### src/hdl/time_window_moving_average_macros.svh
// Assertion macros shared by the moving-average RTL.
`ifndef TIME_WINDOW_MOVING_AVERAGE_MACROS_SVH
`define TIME_WINDOW_MOVING_AVERAGE_MACROS_SVH

`ifndef SYNTH

// Same-cycle implication.
`define TWMA_ASSERT_NOW(label, clk, rst, ante, cons, msg) \
   label: assert property (@(posedge clk) disable iff (rst) (ante) |-> (cons)) \
      else $error(msg);

// Next-cycle implication.
`define TWMA_ASSERT_NEXT(label, clk, rst, ante, cons, msg) \
   label: assert property (@(posedge clk) disable iff (rst) (ante) |=> (cons)) \
      else $error(msg);

`else

`define TWMA_ASSERT_NOW(label, clk, rst, ante, cons, msg)
`define TWMA_ASSERT_NEXT(label, clk, rst, ante, cons, msg)

`endif

`endif

### src/hdl/twma_pkg.sv
// Types and constants shared by the moving-average block.
`default_nettype none

package twma_pkg;

   // Window entry layout, lowest bits first: time, power, heart rate.
   localparam int TIME_W  = 27;
   localparam int PWR_W   = 12;
   localparam int HR_W    = 8;
   localparam int ENTRY_W = TIME_W + PWR_W + HR_W;

   localparam int SEC_W   = 17;
   localparam int WIN_W   = 10;
   localparam int AVGP_W  = 16;
   localparam int AVGH_W  = 12;

   // Quotient bits produced by the serial divider, and its step counter width.
   localparam int QUOT_W  = 16;
   localparam int STEP_W  = $clog2(QUOT_W);

   localparam logic [WIN_W-1:0] WINDOW_RESET = 10'd30;
   localparam logic [WIN_W-1:0] MS_PER_SEC   = 10'd1000;

   // Request kinds carried on tuser.
   localparam logic OP_SAMPLE = 1'b0;
   localparam logic OP_TICK   = 1'b1;

   typedef enum logic [2:0] {
      ST_IDLE,
      ST_LIMIT,
      ST_EV_READ,
      ST_EV_CHECK,
      ST_DIV,
      ST_RESULT
   } twma_state_type;

   typedef struct packed {
      logic busy;
      logic done;
   } twma_div_status_type;

endpackage

`default_nettype wire

### src/hdl/twma_div.sv
// Two-lane restoring divider, one quotient bit per lane per cycle.
`default_nettype none

module twma_div #(
   parameter int CNT_W = 9
) (
   input  logic                                    clock,
   input  logic                                    reset,
   input  logic                                    start,
   input  logic [1:0][CNT_W+twma_pkg::QUOT_W-1:0]  dividend,
   input  logic [CNT_W-1:0]                        divisor,
   output logic [1:0][twma_pkg::QUOT_W-1:0]        quotient,
   output twma_pkg::twma_div_status_type           status
);

   localparam int QW = twma_pkg::QUOT_W;

   // The quotient is known to fit QW bits, so the bits above the low QW of
   // the dividend are already below the divisor and seed the remainder.
   logic [1:0][CNT_W-1:0] rem_ff, rem_in;
   logic [1:0][QW-1:0]    dvd_ff, dvd_in;
   logic [CNT_W-1:0]      dsr_ff, dsr_in;
   logic [twma_pkg::STEP_W-1:0] step_ff, step_in;
   logic busy_ff, busy_in;
   logic done_ff, done_in;

   logic [CNT_W:0] trial;
   logic           ge;

   always_comb begin
      rem_in  = rem_ff;
      dvd_in  = dvd_ff;
      dsr_in  = dsr_ff;
      step_in = step_ff;
      busy_in = busy_ff;
      done_in = 1'b0;
      trial   = '0;
      ge      = 1'b0;
      if (start) begin
         for (int i = 0; i < 2; i++) begin
            rem_in[i] = dividend[i][CNT_W+QW-1:QW];
            dvd_in[i] = dividend[i][QW-1:0];
         end
         dsr_in  = divisor;
         step_in = '0;
         busy_in = 1'b1;
      end else if (busy_ff) begin
         for (int i = 0; i < 2; i++) begin
            trial     = {rem_ff[i], dvd_ff[i][QW-1]};
            ge        = (trial >= {1'b0, dsr_ff});
            rem_in[i] = ge ? CNT_W'(trial - {1'b0, dsr_ff}) : trial[CNT_W-1:0];
            dvd_in[i] = {dvd_ff[i][QW-2:0], ge};
         end
         step_in = step_ff + 1'b1;
         if (step_ff == twma_pkg::STEP_W'(QW - 1)) begin
            busy_in = 1'b0;
            done_in = 1'b1;
         end
      end
   end

   always_ff @(posedge clock) begin
      if (reset) begin
         busy_ff <= 1'b0;
         done_ff <= 1'b0;
         step_ff <= '0;
      end else begin
         busy_ff <= busy_in;
         done_ff <= done_in;
         step_ff <= step_in;
      end
      rem_ff <= rem_in;
      dvd_ff <= dvd_in;
      dsr_ff <= dsr_in;
   end

   assign quotient    = dvd_ff;
   assign status.busy = busy_ff;
   assign status.done = done_ff;

endmodule

`default_nettype wire

### config.mk
export PLATFORM = sky130hd
export DESIGN_NAME = twma_div
export DESIGN_NICKNAME = d
export VERILOG_FILES = /design/src/hdl/time_window_moving_average_macros.svh /design/src/hdl/twma_pkg.sv /design/src/hdl/twma_div.sv
export SDC_FILE = /design/constraint.sdc
export NUM_CORES = 1
export LEC_CHECK = 0
export BUFFER_PORTS_ARGS = -buffer_cell sky130_fd_sc_hd__clkbuf_2
export CORE_MARGIN = 10
export CORE_UTILIZATION = 35
export DETAILED_ROUTE_END_ITERATION = 8
export PLACE_DENSITY_LB_ADDON = 0.2
export SLEW_MARGIN = 40
export SYNTH_ARGS = -nofsm -noshare
export SYNTH_HDL_FRONTEND = slang
export SYNTH_SLANG_ARGS = --single-unit
### constraint.sdc
create_clock -name clock -period 7.3 [get_ports clock]
set_input_delay 0.365 -clock clock [delete_from_list [all_inputs] [get_ports clock]]
set_output_delay 0.365 -clock clock [all_outputs]
set_load 0.01 [all_outputs]
==> run_results.csv <==
group,metric,value,unit
cells_and_area,syn_to_final_growth,21.7,%
pwr,ir_drop,0.144,mV
yosys,synthMuxAreaShare,11.7,%
route,drc,0,
yosys,avgSynthCellArea,12.4,sq um
worst_hold_path,whs_endpoint,"busy_ff",
die,num_rows,37,
route,first_iter_violations,105,
sta,slew_headroom,49.8,%
cells_and_area,final_common_cell,"clkbuf_2",
yosys,synthDistinctLibCells,56,
yosys,syn-num-nets,382,
clocking,cts_sinks,65,
global_route,grt_pass1_vias,2822,
critical_path,end_kind,"flip-flop",
die,die-height,123,microns
yosys,ys_warn_count,0,
yosys,async_flop_share,0,%
placed_design,placement.io_buffers,95,
sta,fmax,315,MHz
worst_hold_path,hold_path.startpoint,"reset",
yosys,yosys.area_share.simple,9.37,%
clocking,cts_buffers,9,
critical_path,worstSetupPathType,"flip-flop to flip-flop",
global_route,antenna_found_initial,0,
die,start_util,35.8,%
critical_path,required,7.40,ns
sta,period_share,43.5,%
clocking,cts-root-buf,"clkbuf_8",
sta,hold_viol,0,
yosys,synth_compound_area_share,13.2,%
placed_design,place_inst,519,
sta,rsz0062_at_grt,"no",
sta,timing.setup.tns,0,ns
global_route,overflow,0,
placed_design,dp_hpwl,6580,microns
run_status,run_status,"finished, final reports clean",
worst_hold_path,min_path_cells,2,
cells_and_area,drive_above_1_share,39.1,%
yosys,synth_top_family_by_area,"compound AO/OA/AOI/OAI gates",
critical_path,ff2ff_path_depth,9,
clocking,clk_pin_slew_worst_paths,0.08,ns
pwr,leakage,1.89,nW
pwr,p_per_area,289,nW/um^2
die,core,10300,sq um
clocking,post_cts_buffers,0,
critical_path,r2r_slack,4.12,ns
global_route,grt_max_degree,88,
route,post_drt_wl_per_cell,16.7,microns
route,ant_nets,0,
critical_path,worst_ep_arrival_time,3.28,ns
yosys,syn_area,3700,sq um
route,finalWirelength,8930,microns
worst_hold_path,min_path_type,"primary input to flip-flop",
critical_path,worstReg2RegStart,"quotient[15]",
placed_design,gp_congestion,0.813,
yosys,yosysTopAreaCellShare,47.9,%
sta,max_slew.worst_pin.slew,0.751,ns
yosys,synth_fa_ha_area_share,7.51,%
sta,final-max-slew-violation-count,0,
yosys,synth_area_leader_cell,"edfxtp_1",
run,drv_cap,0,
sta,finalCriticalPeriod,3.18,ns
route,vias_per_cell,4.99,
yosys,synth.ff_latch_count,65,
cells_and_area,most-common-layout-cells,"clkbuf_2 (94), edfxtp_1 (59), mux2_2 (33)",
yosys,ys.flop_type,"edfxtp_1",
global_route,grt_pass1_wl,14600,microns
die,die_w,123,microns
die,die_area,15100,sq um
global_route,gr-usage-all-layers,12.3,%
yosys,synth_area_leaders,"edfxtp_1 (48%), mux2_2 (10%), ha_1 (6.4%)",
cells_and_area,fillers,1009,
yosys,synth-seq-area-share,51.2,%
yosys,synthXorXnorAreaFrac,3.55,%
sta,skew,0.0109,ns
cells_and_area,n_antenna_cell,0,
clocking,cts_resized,0,
cells_and_area,stdcell_count,535,
die,ios,96,
critical_path,r2r_end,"rem_ff[4]",
clocking,cts_buffer_depth,2,
clocking,htree_levels,3,
clocking,clkLatencyLatePin,0.35,ns
clocking,ctsHoldBuffers,0,
critical_path,critPathMaxFanout,12,
critical_path,startpoint_type,"flip-flop",
route,drtPass1Iterations,4,
yosys,synth_edf_count,59,
clocking,cts_tree,"done",
cells_and_area,nNetsFinal,477,
route,dr_total_vias,2668,
sta,finalSetupViolations,0,
yosys,syn_inst,299,
[registers in the layout, indices dropped and copies added, names as in the netlist]
| register | cells |
|---|---|
| busy_ff | 1 |
| done_ff | 1 |
| dsr_ff | 9 |
| quotient | 32 |
| rem_ff | 18 |
| step_ff | 4 |
[worst max path at each step]
stage | from | end | slack (ns) | cells after the start
after global placement | quotient[15] | rem_ff[4] | 4.21 | 9
after floorplan | quotient[15] | rem_ff[4] | 4.59 | 9
after detailed placement | quotient[15] | rem_ff[4] | 4.16 | 9
after global routing | quotient[15] | rem_ff[4] | 3.93 | 9
final | quotient[15] | rem_ff[4] | 4.12 | 9
after CTS | quotient[15] | rem_ff[4] | 4.12 | 9
[metrics by stage]
step / instance area (sq um) / total power, mW / setup slack (ns) / hold slack, ns / utilization, %
floorplan: 3700 / 0.877 / 4.59 / 0.437 / -
global placement: 4300 / 0.988 / 4.21 / 0.459 / 41.6
detailed placement: 4300 / 0.991 / 4.16 / 0.457 / 41.7
CTS: 4500 / 1.32 / 4.12 / 0.152 / 43.6
global route: 4500 / 1.40 / 3.93 / 0.156 / 43.6
finish: 4500 / 1.30 / 4.12 / 0.178 / 43.6
[layout make-up]
cell class	instances	area, sq um	area share [%]
timing repair buffer	97	497	11.0
tap	136	170	3.78
inverter	18	67.6	1.50
multi-input combinational	203	1670	37.2
clock buffer	9	124	2.75
sequential	65	1890	42.0
clock inverter	7	76.3	1.70
[metal layers]
metal	GRT usage, %	vias to the layer above	share of wire (%)
li1	-	1335	-
met1	14.6	1236	45
met2	17.9	89	42
met3	8.08	8	12
met4	3.76	0	1.2
met5	0	-	0
[logic make-up after synthesis]
group	after synthesis
flip-flops	65
multiplexers	39
AND/OR/NAND/NOR	66
XOR/XNOR	15
buffers and inverters	31
adder cells (fa/ha/maj)	21
AO/OA/AOI/OAI	62
[report_power, final]
group / switching (mW) / leakage (nW) / total [mW] / internal, mW
clock: 0.155 / 0.0966 / 0.316 / 0.161
sequential: 0.0380 / 0.642 / 0.523 / 0.485
combinational: 0.246 / 1.16 / 0.460 / 0.214
total: 0.439 / 1.89 / 1.30 / 0.860
[cells in the mapped netlist (all sizes together), types with 2 or more instances]
cell type / n
edfxtp: 59
mux2: 33
ha: 19
inv: 18
nand2: 17
a21oi: 10
clkbuf: 10
nor2: 10
xor2: 10
nor2b: 8
o31ai: 8
nor3: 7
dfxtp: 6
mux2i: 6
a21o: 5
nand3: 5
o21ai: 5
or2: 5
xnor2: 5
a22oi: 4
nand4b: 4
o311ai: 4
a32oi: 3
and3: 3
buf: 3
o21bai: 3
a211o: 2
a211oi: 2
a221o: 2
fa: 2
nand3b: 2
nand4: 2
o41ai: 2
[critical path, cell delays in order (launching register included)]
cell and delay (ns):
edfxtp_1 0.38, inv_1 0.08, ha_1 0.18, inv_1 0.06
fa_1 0.40, a21oi_1 0.21, o22ai_1 0.20, o41ai_4 0.77
mux2_2 0.40, mux2_2 0.25
No activity file was read; power rests on OpenSTA's default activity.
